## src/sv/spdinv_pkg.sv

```systemverilog
// Shared types, constants and helpers for the Cholesky matrix inverter.
// Used by the divider, the square root unit and the top level; no dependencies.
`timescale 1ns / 1ps

package spdinv_pkg;

   localparam int MAX_ORDER = 8;
   localparam int FRAC_BITS = 16;
   localparam int IDX_W     = 3;
   localparam int ORD_W     = 4;
   localparam int ADDR_W    = 2 * IDX_W;
   localparam int DEPTH     = MAX_ORDER * MAX_ORDER;
   localparam int DATA_W    = 32;
   localparam int ACC_W     = 56;
   localparam int PROD_W    = 2 * DATA_W;

   typedef logic signed [DATA_W-1:0] word_type;
   typedef logic [ADDR_W-1:0]        addr_type;
   typedef logic [ORD_W-1:0]         ord_type;

   typedef enum logic [2:0] {
      PH_FDIAG,
      PH_FOFF,
      PH_IDIAG,
      PH_IOFF,
      PH_PROD
   } phase_type;

   typedef enum logic [3:0] {
      ST_IDLE,
      ST_INIT,
      ST_INIT2,
      ST_LOOP,
      ST_MUL,
      ST_ACC,
      ST_FINISH,
      ST_WAIT,
      ST_NEXT,
      ST_EMIT
   } state_type;

   typedef struct packed {
      logic     start;
      word_type num;
      word_type den;
   } div_req_type;

   typedef struct packed {
      logic     start;
      word_type radicand;
   } sqrt_req_type;

   typedef struct packed {
      logic     done;
      word_type value;
   } unit_rsp_type;

   // Flat address of entry (r, c) in a MAX_ORDER by MAX_ORDER store.
   function automatic addr_type ent_addr(input ord_type r, input ord_type c);
      return {r[IDX_W-1:0], c[IDX_W-1:0]};
   endfunction

   // Saturate a wide accumulator to one word.
   function automatic word_type sat32(input logic signed [ACC_W-1:0] v);
      logic top_ones;
      logic top_zeros;
      top_ones  = &v[ACC_W-1:DATA_W-1];
      top_zeros = ~|v[ACC_W-1:DATA_W-1];
      if (top_ones || top_zeros) begin
         return v[DATA_W-1:0];
      end else if (v[ACC_W-1]) begin
         return {1'b1, {(DATA_W-1){1'b0}}};
      end else begin
         return {1'b0, {(DATA_W-1){1'b1}}};
      end
   endfunction

endpackage

```

## src/sv/spdinv_div.sv

```systemverilog
// Restoring divider: rounded, saturated fixed-point quotient num / den, den > 0.
// Depends on spdinv_pkg; one quotient bit per cycle.
`timescale 1ns / 1ps

module spdinv_div (
   input  logic                      clock,
   input  logic                      reset,
   input  spdinv_pkg::div_req_type   req,
   output spdinv_pkg::unit_rsp_type  rsp
);
   import spdinv_pkg::*;

   localparam int DVD_W = DATA_W + FRAC_BITS + 1;
   localparam int CNT_W = $clog2(DVD_W + 1);
   localparam logic [CNT_W-1:0] LAST_STEP = CNT_W'(DVD_W - 1);

   logic              run_ff, run_in;
   logic              done_ff, done_in;
   logic [CNT_W-1:0]  cnt_ff, cnt_in;
   logic              neg_ff, neg_in;
   logic [DATA_W-1:0] den_ff, den_in;
   logic [DVD_W-1:0]  dvd_ff, dvd_in;
   logic [DATA_W:0]   rem_ff, rem_in;
   word_type          quot_ff, quot_in;

   logic [DATA_W-1:0] mag;
   logic [DATA_W:0]   rem_sh;
   logic              qbit;
   logic [DVD_W-1:0]  q_next;

   always_comb begin
      mag    = req.num[DATA_W-1] ? DATA_W'(-req.num) : DATA_W'(req.num);
      rem_sh = {rem_ff[DATA_W-1:0], dvd_ff[DVD_W-1]};
      qbit   = (rem_sh >= {1'b0, den_ff});
      q_next = {dvd_ff[DVD_W-2:0], qbit};

      run_in  = run_ff;
      done_in = 1'b0;
      cnt_in  = cnt_ff;
      neg_in  = neg_ff;
      den_in  = den_ff;
      dvd_in  = dvd_ff;
      rem_in  = rem_ff;
      quot_in = quot_ff;

      if (req.start) begin
         // Dividend is |num| scaled up plus half the divisor for rounding.
         run_in = 1'b1;
         cnt_in = '0;
         neg_in = req.num[DATA_W-1];
         den_in = DATA_W'(req.den);
         rem_in = '0;
         dvd_in = DVD_W'({mag, {FRAC_BITS{1'b0}}}) + DVD_W'(DATA_W'(req.den) >> 1);
      end else if (run_ff) begin
         rem_in = qbit ? (rem_sh - {1'b0, den_ff}) : rem_sh;
         dvd_in = q_next;
         cnt_in = cnt_ff + 1'b1;
         if (cnt_ff == LAST_STEP) begin
            run_in  = 1'b0;
            done_in = 1'b1;
            // Apply the sign and saturate to one word.
            if (|q_next[DVD_W-1:DATA_W-1]) begin
               quot_in = neg_ff ? {1'b1, {(DATA_W-1){1'b0}}} : {1'b0, {(DATA_W-1){1'b1}}};
            end else begin
               quot_in = neg_ff ? -q_next[DATA_W-1:0] : q_next[DATA_W-1:0];
            end
         end
      end
   end

   always_ff @(posedge clock) begin
      if (reset) begin
         run_ff  <= 1'b0;
         done_ff <= 1'b0;
         cnt_ff  <= '0;
      end else begin
         run_ff  <= run_in;
         done_ff <= done_in;
         cnt_ff  <= cnt_in;
      end
   end

   always_ff @(posedge clock) begin
      neg_ff  <= neg_in;
      den_ff  <= den_in;
      dvd_ff  <= dvd_in;
      rem_ff  <= rem_in;
      quot_ff <= quot_in;
   end

   assign rsp.done  = done_ff;
   assign rsp.value = quot_ff;

endmodule

```

## config.mk

```make
export PLATFORM = sky130hd
export DESIGN_NAME = spdinv_div
export DESIGN_NICKNAME = d
export VERILOG_FILES = /design/src/sv/spdinv_pkg.sv /design/src/sv/spdinv_div.sv
export SDC_FILE = /design/constraint.sdc
export NUM_CORES = 1
export LEC_CHECK = 0
export BUFFER_PORTS_ARGS = -buffer_cell sky130_fd_sc_hd__buf_2
export CAP_MARGIN = 0
export CELL_PAD_IN_SITES_DETAIL_PLACEMENT = 1
export CELL_PAD_IN_SITES_GLOBAL_PLACEMENT = 2
export CORE_MARGIN = 2
export CORE_UTILIZATION = 42
export CTS_BUF_LIST = sky130_fd_sc_hd__clkbuf_2
export CTS_CLUSTER_SIZE = 16
export DETAILED_ROUTE_END_ITERATION = 7
export PLACE_DENSITY_LB_ADDON = 0.05
export SYNTH_ARGS = -nofsm -noshare
export SYNTH_HDL_FRONTEND = slang
export SYNTH_SLANG_ARGS = --single-unit
```

## constraint.sdc

```tcl
create_clock -name clock -period 14 [get_ports clock]
set_input_delay 0 -clock clock [delete_from_list [all_inputs] [get_ports clock]]
set_output_delay 0 -clock clock [all_outputs]
set_load 0.01 [all_outputs]
```

Yosys cells after proc, flatten, opt, wreduce, memory -nomap -nowiden
Index checks and enable logic that the tools add are counted.
{ "totals": {"register_bits": 154, "output_inout_bits": 33} }
{ "op_classes": {"addsub": 5, "magnitude_cmp": 1, "n_eq_ne": 1, "mux": 11, "n_bitwise": 2, "n_reduce_logical": 5} }
{ "op_table": {"columns": ["op", "count"], "rows": [
  ["32-bit 2-to-1 mux", 5],
  ["49-bit 2-to-1 mux", 2],
  ["32-bit negator", 2],
  ["48-bit by 48-bit adder with 49-bit output", 1],
  ["33-bit by 32-bit >= comparator with 1-bit output", 1],
  ["32-bit subtractor", 1],
  ["18-bit OR reduction", 1],
  ["6-bit by 1-bit adder with 6-bit output, second input constant", 1],
  ["6-bit equality test, second input constant", 1],
  ["1-bit 2-to-1 mux", 4],
  ["3-bit AND reduction", 1],
  ["3-bit OR reduction", 1],
  ["1-bit inverter", 2],
  ["2-bit nonzero test", 1],
  ["2-bit OR reduction", 1]
]} }

Longest topological paths before layout
{ "depth": {"word_depth": 4, "ltp_mapped": 21, "ltp_nobuf": 18} }

Least setup slack after synthesis
No wires, ideal clock.
{ "synth_timing": {"kind": "register to register", "start": "register den_ff[18]", "end": "register quot_ff[24], data pin", "arrival_time_ns": 4.341, "required_ns": 13.805, "path_slack_ns": 9.464, "path_stages_with_launch": 22, "synth_period_minus_slack_ns": 4.536, "cell_sequence": "edfxtp_1 inv_1 ha_1 clkbuf_1 a21o_1 a31oi_1 o21ai_0 a31o_2 a21oi_1 nand2_1 inv_2 buf_2 buf_2 ha_1 nand2b_1 nor4b_1 nand2_1 or4_1 or2_1 o21ai_0 nand2_1 o311ai_0"} }
{ "synth_via": {"elab_chain_cells": 4} }
{ "synth_rtl": {"columns": ["element", "line", "text"], "rows": [
  ["start: declaration", "spdinv_div.sv:21", "logic [DATA_W-1:0] den_ff, den_in;"],
  ["start signal: assignment", "spdinv_div.sv:85", "den_ff <= den_in;"],
  ["33-bit by 32-bit >= comparator with 1-bit output", "spdinv_div.sv:34", "qbit = (rem_sh >= {1'b0, den_ff});"],
  ["32-bit negator", "spdinv_div.sv:65", "quot_in = neg_ff ? -q_next[DATA_W-1:0] : q_next[DATA_W-1:0];"],
  ["32-bit 2-to-1 mux", "spdinv_div.sv:65", null],
  ["32-bit 2-to-1 mux", "spdinv_div.sv:62", "if (|q_next[DVD_W-1:DATA_W-1]) begin"],
  ["end signal: assignment", "spdinv_div.sv:88", "quot_ff <= quot_in;"],
  ["end: declaration", "spdinv_div.sv:24", "word_type quot_ff, quot_in;"]
]} }
Every way passes these cells.
A chain may end at the register's enable or synchronous reset.

Final worst setup path
{ "layout_timing": {"start": "register den_ff[26]", "end": "register quot_ff[26], data pin"} }
Same word-level chain as after synthesis.

==> results.toml <==
[run_status]
status = "finished, final reports clean"

[hold_path]
min_path_type = "input port to flop"

[die]
fp.dieW_microns = 165
die_y_microns = 165
core-area_sq_um = 25800
start_util_pct = 42.4
rows = 59
num_io_pins = 100
dieArea_sq_um = 27300

[critical_path]
crit_path_max_fanout = 9
required_ns = 14.57
cp_data_arrival_time_ns = 5.50
setup.worst_path.start_class = "flop"
cp-end-kind = "flop"
crit_type = "flop to flop"

[place]
hpwl_mm = 24.2
gp_congestion = 0.808
io_buffers = 99

[timing]
setup_tns_ns = 0
final_max_slew_viol_count = 0
relSlewSlack_pct = 32.0
hold_viol = 0
min_period_ns = 4.93
post-route-period-util_pct = 35.2
final.setup_skew_ns = 0.0452
setup-violations-final = 0
worst_slew_pin_slew_ns = 1.02
clock.fmax_mhz = 203
rsz0062_at_grt = "no"

[synthesis]
async_reset_ff_share_pct = 0
synthesis.nets = 1314
yosys-top-cells-count = "nand2_1, edfxtp_1, nor2_1"
synth_edf_count = 114
ys_types = 71
syn_inst = 1177
ys_ff_latch = 154
netlist.area_leader.share_pct = 31.3
syn_area_sq_um = 10900
yosysMostFrequentCell = "nand2_1"
synth_top_area_cell = "edfxtp_1"
synth_area_leaders = "edfxtp_1, ha_1, dfxtp_1"
ys.flop_type = "edfxtp_1"
yosysSeqAreaShare_pct = 38.7
yosysWarnings = 0
syn_area_per_cell_sq_um = 9.28

[route]
dr.pass1.iters = 4
wl_per_cell_microns = 19.8
dr.first_iter.drc_count = 444
wirelength_mm = 33.3
post_drt_via_cell_ratio = 5.77
drc = 0
drtAntennaViolNets = 0
vias = 9710

[power]
ir_drop_mv = 0.0476
power_leakage_nw = 5.03
powerDensity_nw_per_um2 = 102

[global_route]
grt_pass1_vias = 9778
grt_pass1_wl_mm = 52.9
grt_max_degree = 59
grt-ovfl-total = 0
grt_usage_pct = 24.8
antenna_found_initial = 1

[cells_and_area]
drive_gt1_share_pct = 15.0
nFillCells = 2996
fin_util_pct = 49.7
final_net_count = 1470
area_growth_pct = 17.3

[clock_tree]
ctsHoldBuffers = 86
clk_pin_slew_ns = 0.27
cts_buffer_depth = 2
cts_num_sinks = 154
numCtsBuffers = 17
root_buffer = "clkbuf_2"
clkLatencyLatePin_ns = 0.77
h-tree-depth = 4
ctsResizeCount = 0
postCtsSetupBuffers = 0
cts_tree = "done"

[job]
cap_viol_max_count = 0
-- state kept, by name, summed over array words and instances, names as in the netlist --
name / flops
rem_ff: 32
quot_ff: 32
den_ff: 32
cnt_ff: 6
run_ff: 1
dvd_ff: 49
neg_ff: 1
done_ff: 1
-- cell type report --
cell class / count / area [sq um] / area share (%)
antenna: 1 / 2.50 / 0.0195
clock buffer: 17 / 85.1 / 0.664
clock inverter: 15 / 179 / 1.40
inverter: 59 / 221 / 1.73
multi-input combinational: 907 / 6260 / 48.8
sequential: 154 / 4230 / 33.0
tap: 335 / 419 / 3.27
timing repair buffer: 194 / 1430 / 11.1
-- cell families after synthesis --
| kind of cell | after synthesis | synth area share [%] |
|---|---|---|
| and+or+nand+nor | 373 | 16.4 |
| DFF | 154 | 38.7 |
| adders and majority gates | 70 | 8.15 |
| muxes | 45 | 4.58 |
| xor gates and xnor gates | 76 | 6.09 |
| buffers and inverters | 116 | 4.12 |
| AOI/OAI and AO/OA | 343 | 22.0 |
-- worst max-delay path: stages, from the launching register on --
cell and delay [ns]:
edfxtp_1 0.38, inv_1 0.04, ha_1 0.41, a21o_1 0.22, a21o_1 0.17, a21oi_1 0.25
o211ai_1 0.14, a21oi_1 0.51, nand2_1 0.18, inv_2 0.10, ha_1 0.19, nand2b_1 0.11
nor4b_1 0.54, nand2_1 0.24, or4_1 0.61, or2_1 0.29, o21ai_0 0.19, nand2_1 0.08
o311ai_0 0.09
-- where the power goes --
group	total, mW	internal (mW)	switching, mW
clock network	0.285	0.0910	0.194
registers	0.592	0.548	0.0437
logic	0.430	0.184	0.246
-- cell usage in the layout (no fill, tap or decap), types with 39 or more instances in the layout --
master,Yosys,layout
inv_1,58,58
nor2_1,102,102
dlygate4sd3_1,0,86
edfxtp_1,114,114
nand2_1,115,114
xnor2_1,64,64
mux2_2,40,40
dfxtp_1,40,39
a21oi_1,68,68
o21ai_0,57,57
buf_2,9,98
ha_1,68,68
-- worst paths after layout --
kind                    from          end  slack [ns]  depth (start not counted)
setup reg to reg  den_ff[26]  quot_ff[26]        9.07                         18
setup / recovery  den_ff[26]  quot_ff[26]        9.07                         18
hold reg to reg    cnt_ff[5]    cnt_ff[5]        0.51                          2
hold / removal       req[13]   dvd_ff[12]        0.09                          3
-- metrics by stage --
| stage | hold WS, ns | instance area [sq um] | power [mW] | setup slack (ns) | instances |
|---|---|---|---|---|---|
| finish | 0.0905 | 12800 | 1.31 | 9.07 | 1682 |
| global placement | 0.179 | 11700 | 1.00 | 9.24 | 1563 |
| detailed placement | 0.184 | 11700 | 1.01 | 9.13 | 1563 |
| CTS | 0.00254 | 12800 | 1.32 | 9.09 | 1681 |
| global route | 0.000257 | 12800 | 1.39 | 8.54 | 1682 |
| floorplan | 0.0716 | 10900 | 0.881 | 9.46 | 1177 |
-- layer usage --
layer / global-route usage (%) / routed length [microns]
met3: 2.97 / 761
met4: 5.30 / 372
met2: 45.5 / 17100
met5: 0 / 0
met1: 31.0 / 15100
Power figures use the tool's default switching activity.
