`config.mk`:
```
export PLATFORM = sky130hd
export DESIGN_NAME = spdinv_sqrt
export DESIGN_NICKNAME = d
export VERILOG_FILES = /design/src/sv/spdinv_pkg.sv /design/src/sv/spdinv_sqrt.sv
export SDC_FILE = /design/constraint.sdc
export NUM_CORES = 1
export LEC_CHECK = 0
export BUFFER_PORTS_ARGS = -buffer_cell sky130_fd_sc_hd__buf_4
export CAP_MARGIN = 20
export CORE_ASPECT_RATIO = 0.7
export CORE_MARGIN = 4
export CORE_UTILIZATION = 26
export DETAILED_ROUTE_END_ITERATION = 6
export HOLD_SLACK_MARGIN = 0.06
export SETUP_SLACK_MARGIN = 0.05
export SLEW_MARGIN = 0
export SYNTH_ARGS = -nofsm -noshare
export SYNTH_HDL_FRONTEND = slang
export SYNTH_SLANG_ARGS = --single-unit
```
`constraint.sdc`:
```
create_clock -name clock -period 9.55 [get_ports clock]
set_input_delay 1.4325 -clock clock [delete_from_list [all_inputs] [get_ports clock]]
set_output_delay 1.4325 -clock clock [all_outputs]
set_load 0.05 [all_outputs]
```
`src/sv/spdinv_pkg.sv`:
```
// Shared types, constants and helpers for the Cholesky matrix inverter.
// Used by the divider, the square root unit and the top level; no dependencies.
`timescale 1ns / 1ps

package spdinv_pkg;

   localparam int MAX_ORDER = 8;
   localparam int FRAC_BITS = 16;
   localparam int IDX_W     = 3;
   localparam int ORD_W     = 4;
   localparam int ADDR_W    = 2 * IDX_W;
   localparam int DEPTH     = MAX_ORDER * MAX_ORDER;
   localparam int DATA_W    = 32;
   localparam int ACC_W     = 56;
   localparam int PROD_W    = 2 * DATA_W;

   typedef logic signed [DATA_W-1:0] word_type;
   typedef logic [ADDR_W-1:0]        addr_type;
   typedef logic [ORD_W-1:0]         ord_type;

   typedef enum logic [2:0] {
      PH_FDIAG,
      PH_FOFF,
      PH_IDIAG,
      PH_IOFF,
      PH_PROD
   } phase_type;

   typedef enum logic [3:0] {
      ST_IDLE,
      ST_INIT,
      ST_INIT2,
      ST_LOOP,
      ST_MUL,
      ST_ACC,
      ST_FINISH,
      ST_WAIT,
      ST_NEXT,
      ST_EMIT
   } state_type;

   typedef struct packed {
      logic     start;
      word_type num;
      word_type den;
   } div_req_type;

   typedef struct packed {
      logic     start;
      word_type radicand;
   } sqrt_req_type;

   typedef struct packed {
      logic     done;
      word_type value;
   } unit_rsp_type;

   // Flat address of entry (r, c) in a MAX_ORDER by MAX_ORDER store.
   function automatic addr_type ent_addr(input ord_type r, input ord_type c);
      return {r[IDX_W-1:0], c[IDX_W-1:0]};
   endfunction

   // Saturate a wide accumulator to one word.
   function automatic word_type sat32(input logic signed [ACC_W-1:0] v);
      logic top_ones;
      logic top_zeros;
      top_ones  = &v[ACC_W-1:DATA_W-1];
      top_zeros = ~|v[ACC_W-1:DATA_W-1];
      if (top_ones || top_zeros) begin
         return v[DATA_W-1:0];
      end else if (v[ACC_W-1]) begin
         return {1'b1, {(DATA_W-1){1'b0}}};
      end else begin
         return {1'b0, {(DATA_W-1){1'b1}}};
      end
   endfunction

endpackage

```
`src/sv/spdinv_sqrt.sv`:
```
// Digit-by-digit square root: floor(sqrt(radicand * 2^FRAC_BITS)).
// Depends on spdinv_pkg; one root bit per cycle.
`timescale 1ns / 1ps

module spdinv_sqrt (
   input  logic                      clock,
   input  logic                      reset,
   input  spdinv_pkg::sqrt_req_type  req,
   output spdinv_pkg::unit_rsp_type  rsp
);
   import spdinv_pkg::*;

   localparam int V_W   = DATA_W + FRAC_BITS;
   localparam int STEPS = V_W / 2;
   localparam int CNT_W = $clog2(STEPS + 1);
   localparam logic [CNT_W-1:0] LAST_STEP = CNT_W'(STEPS - 1);

   logic             run_ff, run_in;
   logic             done_ff, done_in;
   logic [CNT_W-1:0] cnt_ff, cnt_in;
   logic [V_W-1:0]   rem_ff, rem_in;
   logic [V_W-1:0]   root_ff, root_in;
   logic [V_W-1:0]   bit_ff, bit_in;
   word_type         res_ff, res_in;

   logic [V_W-1:0] trial;
   logic [V_W-1:0] root_next;

   always_comb begin
      trial     = root_ff + bit_ff;
      root_next = (rem_ff >= trial) ? ((root_ff >> 1) + bit_ff) : (root_ff >> 1);

      run_in  = run_ff;
      done_in = 1'b0;
      cnt_in  = cnt_ff;
      rem_in  = rem_ff;
      root_in = root_ff;
      bit_in  = bit_ff;
      res_in  = res_ff;

      if (req.start) begin
         run_in  = 1'b1;
         cnt_in  = '0;
         rem_in  = {req.radicand, {FRAC_BITS{1'b0}}};
         root_in = '0;
         bit_in  = V_W'(1) << (V_W - 2);
      end else if (run_ff) begin
         if (rem_ff >= trial) begin
            rem_in = rem_ff - trial;
         end
         root_in = root_next;
         bit_in  = bit_ff >> 2;
         cnt_in  = cnt_ff + 1'b1;
         if (cnt_ff == LAST_STEP) begin
            run_in  = 1'b0;
            done_in = 1'b1;
            res_in  = DATA_W'(root_next);
         end
      end
   end

   always_ff @(posedge clock) begin
      if (reset) begin
         run_ff  <= 1'b0;
         done_ff <= 1'b0;
         cnt_ff  <= '0;
      end else begin
         run_ff  <= run_in;
         done_ff <= done_in;
         cnt_ff  <= cnt_in;
      end
   end

   always_ff @(posedge clock) begin
      rem_ff  <= rem_in;
      root_ff <= root_in;
      bit_ff  <= bit_in;
      res_ff  <= res_in;
   end

   assign rsp.done  = done_ff;
   assign rsp.value = res_ff;

endmodule

```
---- Yosys cells after proc, flatten, opt, wreduce, memory -nomap -nowiden ----
Cells that the tools add are included.
storage, ports and cells
  flip-flop bits (word level) ............. 159
  output and inout bits ................... 33
  input port bits ......................... 35
  logic and storage cells ................. 31
operators by class
  multiplexer cells ....................... 8
  bitwise gates (word level) .............. 2
  reductions and logical operators ........ 7
  equal/unequal tests ..................... 1
  add/sub/neg operators ................... 4
  order comparisons ....................... 1
operators with widths
  operator                                                       count
  48-bit two-way mux                                             4
  47-bit by 47-bit adder with 48-bit output                      1
  48-bit by 47-bit adder with 48-bit output                      1
  48-bit greater-or-equal comparator                             1
  48-bit subtractor                                              1
  5-bit by 1-bit adder with 5-bit output, second input constant  1
  5-bit equality test, second input constant                     1
  1-bit two-way mux                                              4
  2-bit AND reduction                                            2
  2-bit nonzero test                                             2
  3-bit AND reduction                                            1
  3-bit OR reduction                                             1
  1-bit inverter                                                 2
  2-bit OR reduction                                             1

---- Depth between registers and ports, before layout ----
Gate-level depths: netlist of the first run.
  depth after elaboration ................. 5
  depth in mapped cells ................... 24
  gate-level depth less buffers ........... 21

---- Worst setup path before layout of the first run ----
No wires, ideal clock.
  path kind ............................... flip-flop to flip-flop
  start ................................... register root_ff[0]
  end ..................................... register rem_ff[16], enable pin
  slack ................................... 3926 ps
  buffers on the path ..................... 2
  arrival time ............................ 5142 ps
  cell stages (with the launch flop) ...... 23
  path through ............................ dfxtp_1 ha_1 ha_1 a21o_1 a31oi_1 o31ai_1 o311ai_0 a211oi_1 o21ai_0 a21oi_1 o21ai_0 xor2_1 ha_1 and3_1 and2_0 a221oi_1 nand2_1 a211o_1 o21a_1 clkbuf_1 nand2_1 buf_2 nand2b_1
between the ends
  cells in the longest elaborated chain, start to end .. 4
ends and longest elaborated chain
  item                                       line               text
  start, declared                            spdinv_sqrt.sv:22  logic [V_W-1:0] root_ff, root_in;
  start signal, assigned                     spdinv_sqrt.sv:76  root_ff <= root_in;
  48-bit by 47-bit adder with 48-bit output  spdinv_sqrt.sv:30  trial = root_ff + bit_ff;
  48-bit greater-or-equal comparator         spdinv_sqrt.sv:48  if (rem_ff >= trial) begin
  2-bit nonzero test (no line)               n/a
  2-bit AND reduction (no line)              n/a
  end signal, assigned                       spdinv_sqrt.sv:75  rem_ff <= rem_in;
  end, declared                              spdinv_sqrt.sv:21  logic [V_W-1:0] rem_ff, rem_in;
No other way between the ends.
A chain may end at the register's enable or synchronous reset.

---- Final worst setup path of the first run ----
  start ................................... register bit_ff[0]
  end ..................................... register rem_ff[21], enable pin
between the ends
  cells in the longest elaborated chain, start to end .. 4
ends and longest elaborated chain
  item                                       line               text
  start, declared                            spdinv_sqrt.sv:23  logic [V_W-1:0] bit_ff, bit_in;
  start signal, assigned                     spdinv_sqrt.sv:77  bit_ff <= bit_in;
  48-bit by 47-bit adder with 48-bit output  spdinv_sqrt.sv:30
  48-bit greater-or-equal comparator         spdinv_sqrt.sv:48
  2-bit nonzero test (no line)               n/a
  2-bit AND reduction (no line)              n/a
No other way between the ends.

==> qor.csv, run 1 <==
metric;value;unit
first-pass GRT wire length;55590;µm
Post-CTS Hold Buffers;0;
Max Clk Rate;147.4;MHz
max cap viols;0;
post-route DRC violation count;0;
CTS buffer count;17;
aggregate routed wire length;35470;µm
number of synthesized flops with an enable pin;64;
fin crit period;6783;ps
Setup Fix Bufs, Post-CTS;0;
GR Util met2;0.1805;
largest net degree at the start of global routing;57;
Worst Path Buf+Inv;2;
Arr. time, crit path;6900;ps
worst hold path type;reg -> reg;
layout cells sized above 1;0.09066;
clk sinks;159;
Cell Area, Synth;11950;µm²
Sum Neg Setup Slack;0;ps
drt wl/cell;17.13;µm
Slew @ Worst Pin;998.7;ps
First-pass DRT Iterations;5;
Root Buffer;clkbuf_16;
CP Max Fanout;32;
syn nets;1563;
number of global-route vias before repair;9809;
Post-Layout Cell Count;2070;
n_diodes;0;
hold depth;2;
vias;10820;
post-synthesis register bit count;159;
r2r setup slk;2770;ps
Die Span Y;187.4;µm
final worst slack;2767;ps
crit path launch;bit_ff[0]$_SDFFE_PP0P_;
sequential area share after synthesis;0.3199;
initial drt markers;1297;
core region area;45220;µm²
status;finished clean;
top_reg_cell synth;dfxtp_1;
P&R area growth vs syn;13.95;%
most frequent cell on the critical path;ha_1;
pins over their slew limit;0;
Req. time, crit path;9660;ps
RSZ-0062 raised after global routing;no;
Fillers;4842;
worst min-delay path endpoint;rem_ff[9]$_SDFFE_PP0P_;
Post-synth ARST share;0;
fin crit share;0.7103;
# setup viols final;0;
placed insts;2038;
H-tree depth;4;
hold_sp;rem_ff[9]$_SDFFE_PP0P_;
CP startpoint kind;flip-flop;
cell count after synthesis;1428;
worst clock skew;15.73;ps
Hold Vio Cnt, Final;0;
Port Buf Inserts;67;
FP Rows;65;
Worst path slowest cell;o311ai_0;
cell family with most CP delay;compound AO/OA/AOI/OAI gates;
RR Startpoint;bit_ff[0]$_SDFFE_PP0P_;
reg2reg end;rem_ff[21]$_DFFE_PP_;
chip width;264.3;µm
library cells used by synthesis;84;
Slew HR;0.3326;
worst r2r path cells;22;
CTS tree;yes;
Die ar.;49520;µm²
gr ovfl total;0;
endpoint type of the worst setup path;flip-flop;
total global-route track usage;0.1393;
cell chain of the critical path;ha_1 > ha_1 > a21o_1 > a31oi_1 > o31ai_1 > o311ai_0 > a211oi_1 > nor2_1 > nor2_1 > o21ai_0 > xor2_1 > ha_1 > a21oi_1 > o21ai_0 > o21a_1 > o2111ai_1 > nand2_1 > o21a_1 > buf_4 > nand2_1 > nand2b_1 > buf_4;
gpl congestion;0.9048;
Leak Pwr;5.250;nW
clock-pin transition on the worst setup and hold timing paths;70;ps
CTS max path bufs;2;
number of vias per cell;5.227;
worst vdd ir;0.08955;mV
Place WS;2950;ps
starting density of the core;0.2643;
initial antenna violation count;0;
hpwl dp;26770;µm
CP peak stage delay;770;ps
kind of critical path;reg -> reg;
pwr dens;193.9;nW/µm²
Resized Gates After CTS;0;
insertion delay to the later sink of the worst-skew pair;460;ps
M1 GR Usage;0.2260;
Yosys warning total;0;
Layout Nets;1589;
grt peak-use layer;met1;
GR met3 Demand/Resource;0.03813;
Ports;68;
Final ANT Viol Nets;0;
Syn Area/Cell;8.369;µm²
## area by class of cell
class                           instances  area [µm²]  area share
Clock buffer                           19       432.9     0.03179
Tap cell                              603       754.5     0.05540
Inverter                               26       97.59    0.007166
Sequential cell                       159        3827      0.2811
Timing Repair Buffer                   75       566.8     0.04162
Clock inverter                         13       163.9     0.01204
Multi-Input combinational cell       1175        7775      0.5709
## how the worst max path moves through the flow
stage,slack [ps],cells after the start,end
floorplan,3930,22,rem_ff[16]$_DFFE_PP_
global placement,3120,22,rem_ff[21]$_DFFE_PP_
detailed placement,2950,22,rem_ff[21]$_DFFE_PP_
CTS,2890,22,rem_ff[21]$_DFFE_PP_
global route,2330,22,rem_ff[21]$_DFFE_PP_
finish,2770,22,rem_ff[21]$_DFFE_PP_
## stage by stage
step | hold slack, ps | util | total power, mW | area, µm²
2_1_floorplan | 436.2 | - | 1.631 | 11950
3_3_place_gp | 443.1 | 0.2877 | 1.882 | 13010
3_5_place_dp | 452.9 | 0.2880 | 1.895 | 13020
4_1_cts | 461.5 | 0.3012 | 2.634 | 13620
5_1_grt | 478.2 | 0.3012 | 2.798 | 13620
6_report | 458.8 | 0.3012 | 2.641 | 13620
## per-layer routing
metal	wire, µm	share of wire
met2	13410	0.38
met4	266	0.0075
met3	3169	0.089
met1	18630	0.53
met5	0	0
## power by group
| group | total [mW] | switching [mW] | internal, mW |
|---|---|---|---|
| Combinational | 1.07 | 0.655 | 0.411 |
| Clock | 0.731 | 0.334 | 0.397 |
| Sequential | 0.844 | 0.0682 | 0.776 |
| Total | 2.64 | 1.06 | 1.58 |
## flip-flops by register name, summed over array words and instances, names as in the netlist
register  cells
rem_ff       48
root_ff      48
res_ff       32
bit_ff       24
cnt_ff        5
done_ff       1
run_ff        1
## worst register-to-register path, stage by stage, from the launching register on
cell and delay (ps):
dfxtp_1 340, ha_1 210, ha_1 220, a21o_1 200, a31oi_1 270, o31ai_1 170, o311ai_0 770, a211oi_1 290
nor2_1 260, nor2_1 70, o21ai_0 200, xor2_1 390, ha_1 280, a21oi_1 80, o21ai_0 370, o21a_1 200
o2111ai_1 100, nand2_1 150, o21a_1 140, buf_4 400, nand2_1 650, nand2b_1 250, buf_4 410
## cells in the final DEF (no fill, tap or decap), drive strengths merged, types with 19 or more instances in the layout
cell type  synthesis  routed
xnor2             57      57
nor3              24      24
nand3             24      24
a31oi             49      49
clkbuf            51      19
nand4             23      23
dfxtp             95      95
mux2i             36      36
o21ai             99      99
a21o              35      35
ha                99      99
buf               17      75
o31ai             20      20
a21oi             95      95
edfxtp            64      64
o21a              26      26
o21bai            22      22
xor2              66      66
nand2            174     174
inv               25      35
nor2             158     158
## kinds of logic after synthesis
family / synth area share
buffers and inverters: 0.03109
DFF: 0.3199
muxes: 0.04146
and+or+nand+nor: 0.1748
xor gates and xnor gates: 0.09014
AOI/OAI and AO/OA: 0.2372
adders and majority gates: 0.1053
## cells in the mapped netlist (7+ instances only)
cell type,count,area (µm²)
a21oi_1,94,470.5
o21a_1,26,195.2
o21bai_1,20,150.1
edfxtp_1,64,1922
and3_1,8,50.05
nor3_1,24,120.1
nor2b_1,9,56.30
a31o_2,7,61.31
or3_1,13,81.33
nand4_1,22,137.6
clkbuf_1,50,187.7
a21o_1,35,262.8
nand2_1,174,653.1
dfxtp_1,95,1902
buf_2,11,55.05
nand2b_1,7,43.79
xor2_1,66,578.1
nand3_1,24,120.1
a31oi_1,48,300.3
mux2i_1,36,360.4
ha_1,99,1239
o31ai_1,20,150.1
o21ai_0,94,470.5
a211oi_1,18,135.1
xnor2_1,57,499.2
inv_1,25,93.84
nor2_1,158,593.1
(Power assumes the default switching activity.)
==> inputs of run 2 (changes only) <==
==> constraint.sdc (replaced) <==
create_clock -name clock -period 6.8 [get_ports clock]
set_input_delay 1.02 -clock clock [delete_from_list [all_inputs] [get_ports clock]]
set_output_delay 1.02 -clock clock [all_outputs]
set_load 0.05 [all_outputs]
==> run 2 against run 1 <==
- core utilization about the same
- sequential power up 41%
- final cell count up 0.24%
- first-iteration DRC count down 16%
- clock skew up 2.4 ps
- via count down 1.4%
- sequential cell count unchanged
- cell area about the same
- global-route usage about the same
- routed wire length down 0.62%
- critical endpoint is now rem_ff[45]$_DFFE_PP_
- largest power group unchanged
==> qor.csv, run 2 (synthesis gave the netlist of run 1 again) <==
metric;value;unit;change
post-route DRC violation count;0;;unchanged
worst clock skew;18.16;ps;+2.427 ps
largest net degree at the start of global routing;76;;+33%
Die ar.;49520;µm²;unchanged
P&R area growth vs syn;14.03;%;about the same
insertion delay to the later sink of the worst-skew pair;460;ps;about the same
CTS buffer count;17;;unchanged
worst vdd ir;0.1637;mV;+83%
aggregate routed wire length;35250;µm;-0.62%
# setup viols final;0;;unchanged
Place WS;1088;ps;-1862 ps
Tot Pwr;3.645;mW;+38%
highest routed layer;met4;;
n_diodes;0;;unchanged
pwr dens;267.4;nW/µm²;+38%
initial antenna violation count;0;;unchanged
initial drt markers;1090;;-16%
status;finished clean;;
vias;10670;;-1.4%
core region area;45220;µm²;unchanged
Layout Nets;1594;;+0.31%
Max Clk Rate;172.8;MHz;+17%
endpoint type of the worst setup path;flip-flop;;
number of vias per cell;5.143;;-1.6%
Final ANT Viol Nets;0;;unchanged
final worst slack;1014;ps;-1753 ps
Post-CTS Hold Buffers;0;;unchanged
Setup Fix Bufs, Post-CTS;0;;unchanged
Root Buffer;clkbuf_16;;
most frequent cells in the layout;nand2_1, nor2_1, ha_1;;
CTS max path bufs;2;;unchanged
fin crit share;0.8509;;+0.1406
Sum Neg Setup Slack;0;ps;unchanged
Slew @ Worst Pin;944.7;ps;-53.99 ps
worst hold path type;reg -> reg;;
starting density of the core;0.2643;;unchanged
Die Span Y;187.4;µm;unchanged
CP Max Fanout;27;;-16%
r2r setup slk;1010;ps;-1750 ps
biggest regs;rem_ff x48, root_ff x48, res_ff x32;;
drt wl/cell;16.99;µm;-0.86%
Req. time, crit path;6990;ps;-2670 ps
total global-route track usage;0.1390;;-0.0003133
max cap viols;0;;unchanged
number of global-route vias before repair;9705;;-1.1%
Arr. time, crit path;5970;ps;-930 ps
CP startpoint kind;flip-flop;;
chip width;264.3;µm;unchanged
first-pass GRT wire length;55770;µm;+0.31%
kind of critical path;reg -> reg;;
worst hold slack;461.1;ps;+2.295 ps
leading cell type in the layout, fill and taps excluded;nand2_1;;
Port Buf Inserts;67;;unchanged
met2 wire len;12650;µm;-5.6%
layout cells sized above 1;0.09307;;+0.002409
H-tree depth;4;;unchanged
Resized Gates After CTS;0;;unchanged
gpl congestion;0.9386;;+3.7%
gr ovfl total;0;;unchanged
Ports;68;;unchanged
final core utilization;0.3014;;about the same
First-pass DRT Iterations;6;;+1
hpwl dp;26710;µm;-0.22%
fin crit period;5786;ps;-997.1 ps
RSZ-0062 raised after global routing;no;;
met3 WL;2486;µm;-22%
pins over their slew limit;0;;unchanged
Hold Vio Cnt, Final;0;;unchanged
FP Rows;65;;unchanged
CTS tree;yes;;
Slew HR;0.3687;;+0.03611
clk sinks;159;;unchanged
clock-pin transition on the worst setup and hold timing paths;70;ps;about the same
M1 WL;19710;µm;+5.8%
Leak Pwr;5.253;nW;about the same
run 2: changes by cell type in the layout (fill, tap and decap cells not counted), sizes merged:
cell      before  now
bufinv         2    1
clkinvlp       0    2
inv           35   33
buf           75   80
clkinv         2    3
run 2: path summary, 6_finish.rpt:
| path | cells after the start | startpoint | endpoint |
|---|---|---|---|
| setup / recovery | 23 | bit_ff[0]$_SDFFE_PP0P_ | rem_ff[45]$_DFFE_PP_ |
| hold / removal | 2 | rem_ff[11]$_SDFFE_PP0P_ | rem_ff[11]$_SDFFE_PP0P_ |
| setup reg to reg | 23 | bit_ff[0]$_SDFFE_PP0P_ | rem_ff[45]$_DFFE_PP_ |
| hold reg to reg | 2 | rem_ff[11]$_SDFFE_PP0P_ | rem_ff[11]$_SDFFE_PP0P_ |
run 2: metrics by stage:
step	cells	cell area, µm²
after CTS	2075	13630
after global routing	2075	13630
after floorplan	1428	11950
final	2075	13630
after global placement	2043	13070
after detailed placement	2043	13070
run 2: critical path: stages, from the launching register on:
cell      delay (ps)
dfxtp_1          360
ha_1             180
ha_1             180
a21o_1           140
a31oi_1          130
o31ai_1          440
o311ai_0         220
buf_4            200
a211oi_1         380
o21ai_0          250
nand2_1          120
nand2_1           70
xor2_1           170
ha_1             410
and3_1           260
and2_0           160
a221oi_1         340
nand2_1           90
a211o_1          330
o21a_1           220
buf_4            280
nand2_1          160
buf_4            270
o21ai_0          160
run 2: power breakdown:
part           internal [mW]  switching [mW]
logic                  0.588           0.911
clock network          0.513           0.445
registers               1.09          0.0996
total                   2.19            1.46
run 2: cell type report:
cell class	count	area, µm²
clock buffer	19	432.9
clock inverter	13	127.6
fill	4820	31590
inverter	26	97.59
multi-input combinational	1175	7775
sequential	159	3827
tap	603	754.5
timing repair buffer	80	613.1
run 2: layer usage:
| metal | up-vias | track usage |
|---|---|---|
| met3 | 26 | 0.02945 |
| met4 | 0 | 0.02985 |
| li1 | 5312 | - |
| met2 | 372 | 0.1718 |
| met5 | - | 0 |
| met1 | 4962 | 0.2346 |
==> inputs of run 3 (changes only) <==
==> constraint.sdc (replaced) <==
create_clock -name clock -period 4.9 [get_ports clock]
set_input_delay 0.735 -clock clock [delete_from_list [all_inputs] [get_ports clock]]
set_output_delay 0.735 -clock clock [all_outputs]
set_load 0.05 [all_outputs]
==> run 3 against run 2 <==
- core utilization rose by 5.7 points
- die area stayed put
- total power up 62%
==> qor.csv, run 3 (synthesis gave the netlist of run 1 again) <==
metric;value;unit;change
status;finished clean;;
Tot Pwr;5.912;mW;+62%
number of vias per cell;5.134;;-0.17%
Worst path slowest cell;or3b_1;;
aggregate routed wire length;40210;µm;+14%
CTS tree;yes;;
r2r setup slk;30;ps;-990 ps
P&R area growth vs syn;35.51;%;
CTS buffer count;17;;unchanged
# setup viols final;0;;unchanged
Layout Nets;1810;;+14%
reg2reg end;rem_ff[47]$_DFFE_PP_;;
Die Span Y;187.4;µm;unchanged
post-route DRC violation count;0;;unchanged
Internal;3.591;mW;+64%
fin crit period;4874;ps;-912.2 ps
Root Buffer;clkbuf_16;;
Reg power frac;0.275;;-0.051
leading cell type in the layout, fill and taps excluded;buf_4;;
Sequential Area;3841;µm²;+0.36%
initial drt markers;1255;;+15%
vias;11770;;+10%
Fillers;4588;;-4.8%
CP Max Fanout;3;;-89%
fin crit share;0.9947;;+0.1438
worst setup path end;rem_ff[47]$_DFFE_PP_;;
pwr dens;365.0;nW/µm²;+36%
gpl congestion;0.9626;;+2.6%
clock-pin transition on the worst setup and hold timing paths;70;ps;about the same
number of global-route vias before repair;10930;;+13%
Leak Pwr;6.510;nW;+24%
Slew HR;0.4385;;+0.06978
clk sinks;159;;unchanged
gr ovfl total;0;;unchanged
Post-CTS Hold Buffers;0;;unchanged
Ports;68;;unchanged
initial antenna violation count;2;;+2
worst vdd ir;0.1588;mV;-3.0%
Req. time, crit path;5170;ps;-1820 ps
CTS max path bufs;2;;unchanged
Arr. time, crit path;5150;ps;-820 ps
CP peak stage delay;430;ps;about the same
kind of critical path;reg -> reg;;
worst hold path type;in -> reg;;
Logic pwr share;0.507;;+0.096
Worst Path Buf+Inv;2;;-1
Port Buf Inserts;67;;unchanged
Max Clk Rate;205.2;MHz;+19%
worst clock skew;15.14;ps;-3.017 ps
biggest regs;rem_ff x48, root_ff x48, res_ff x32;;
worst r2r path cells;21;;-8.7%
RSZ-0062 raised after global routing;yes;;
Slew @ Worst Pin;842.2;ps;-102.4 ps
total global-route track usage;0.1518;;+0.01284
switching power share of the total;0.3926;;-0.006692
largest net degree at the start of global routing;72;;-5.3%
insertion delay to the later sink of the worst-skew pair;450;ps;about the same
Sum Neg Setup Slack;0;ps;unchanged
Die ar.;49520;µm²;unchanged
endpoint type of the worst setup path;flip-flop;;
pins over their slew limit;0;;unchanged
core region area;45220;µm²;unchanged
Final ANT Viol Nets;0;;unchanged
layout cells sized above 1;0.2790;;+0.1860
chip width;264.3;µm;unchanged
cell family with most CP delay;compound AO/OA/AOI/OAI gates;;
Psw;2.321;mW;+59%
CP startpoint kind;flip-flop;;
Multi-input gate area;8477;µm²;+9.0%
H-tree depth;4;;unchanged
most frequent cells in the layout;buf_4, nand2_1, nor2_1, ha_1, dfxtp_1;;
RR Startpoint;bit_ff[0]$_SDFFE_PP0P_;;
cell chain of the critical path;ha_4 > ha_4 > a21o_1 > a31oi_4 > o31ai_4 > buf_6 > o31ai_4 > buf_4 > nor2_2 > o21ai_1 > xor2_1 > ha_1 > nand4_1 > or3b_1 > or2_0 > a211o_1 > a2111o_1 > nand2_2 > o2111ai_2 > and3b_1 > o41ai_2;;
crit path launch;bit_ff[0]$_SDFFE_PP0P_;;
Worst path depth;21;;-8.7%
FP Rows;65;;unchanged
starting density of the core;0.2643;;unchanged
first-pass GRT wire length;60600;µm;+8.7%
drt wl/cell;17.54;µm;+3.3%
Hold Vio Cnt, Final;0;;unchanged
First-pass DRT Iterations;6;;unchanged
hpwl dp;29830;µm;+12%
hold_sp;reset;;
max cap viols;0;;unchanged
clock power share;0.218;;-0.045
## run 3: power by group through the flow
stage / Clock [mW] / Combinational (mW) / Sequential [mW]
after global placement: 0 / 2.51 / 1.64
final: 1.29 / 3.00 / 1.63
after floorplan: 0 / 1.58 / 1.60
after detailed placement: 0 / 2.52 / 1.64
after CTS: 1.31 / 2.56 / 1.62
after global routing: 1.38 / 3.24 / 1.64
## run 3: timing repair
item	CTS	global route
gates resized for setup	36	136
buffers inserted	3	18
pin swaps	12	59
cloned	0	7
endpoints found under the setup margin	160	159
## run 3: metal layers
metal / global-route usage / vias up / share of wire
li1: - / 5752 / -
met1: 0.2511 / 5526 / 0.53
met2: 0.1930 / 443 / 0.37
met3: 0.03642 / 45 / 0.086
met4: 0.02843 / 2 / 0.011
met5: 0 / - / 0.00020
## run 3: worst min path at each step
stage / to / slack [ps] / cells after the start
2_1_floorplan: rem_ff[3]$_SDFFE_PP0P_ / 440 / 2
3_3_place_gp: rem_ff[9]$_SDFFE_PP0P_ / 440 / 2
3_5_place_dp: rem_ff[11]$_SDFFE_PP0P_ / 450 / 2
4_1_cts: run_ff$_SDFF_PP0_ / 420 / 2
5_1_grt: run_ff$_SDFF_PP0_ / 420 / 2
6_report: run_ff$_SDFF_PP0_ / 440 / 2
## run 3: layout make-up
| class | instances | area share |
|---|---|---|
| Timing Repair Buffer | 296 | 0.1530 |
| Antenna cell | 1 | 0.0001545 |
| Inverter | 26 | 0.006026 |
| Multi-Input combinational cell | 1175 | 0.5234 |
| Clock buffer | 20 | 0.02758 |
| Sequential cell | 159 | 0.2372 |
| Clock inverter | 12 | 0.006026 |
| Tap cell | 603 | 0.04659 |
## run 3: per-stage QoR
stage | setup slack, ps | instances | hold WS, ps | instance area [µm²] | util
after CTS | 35.35 | 2268 | 420.9 | 15320 | 0.3388
after global routing | -127.9 | 2292 | 423.0 | 16200 | 0.3582
final | 25.81 | 2292 | 442.6 | 16200 | 0.3582
after detailed placement | -322.0 | 2233 | 452.0 | 14600 | 0.3228
after floorplan | 63.16 | 1428 | 436.2 | 11970 | -
after global placement | -254.2 | 2233 | 441.5 | 14600 | 0.3228
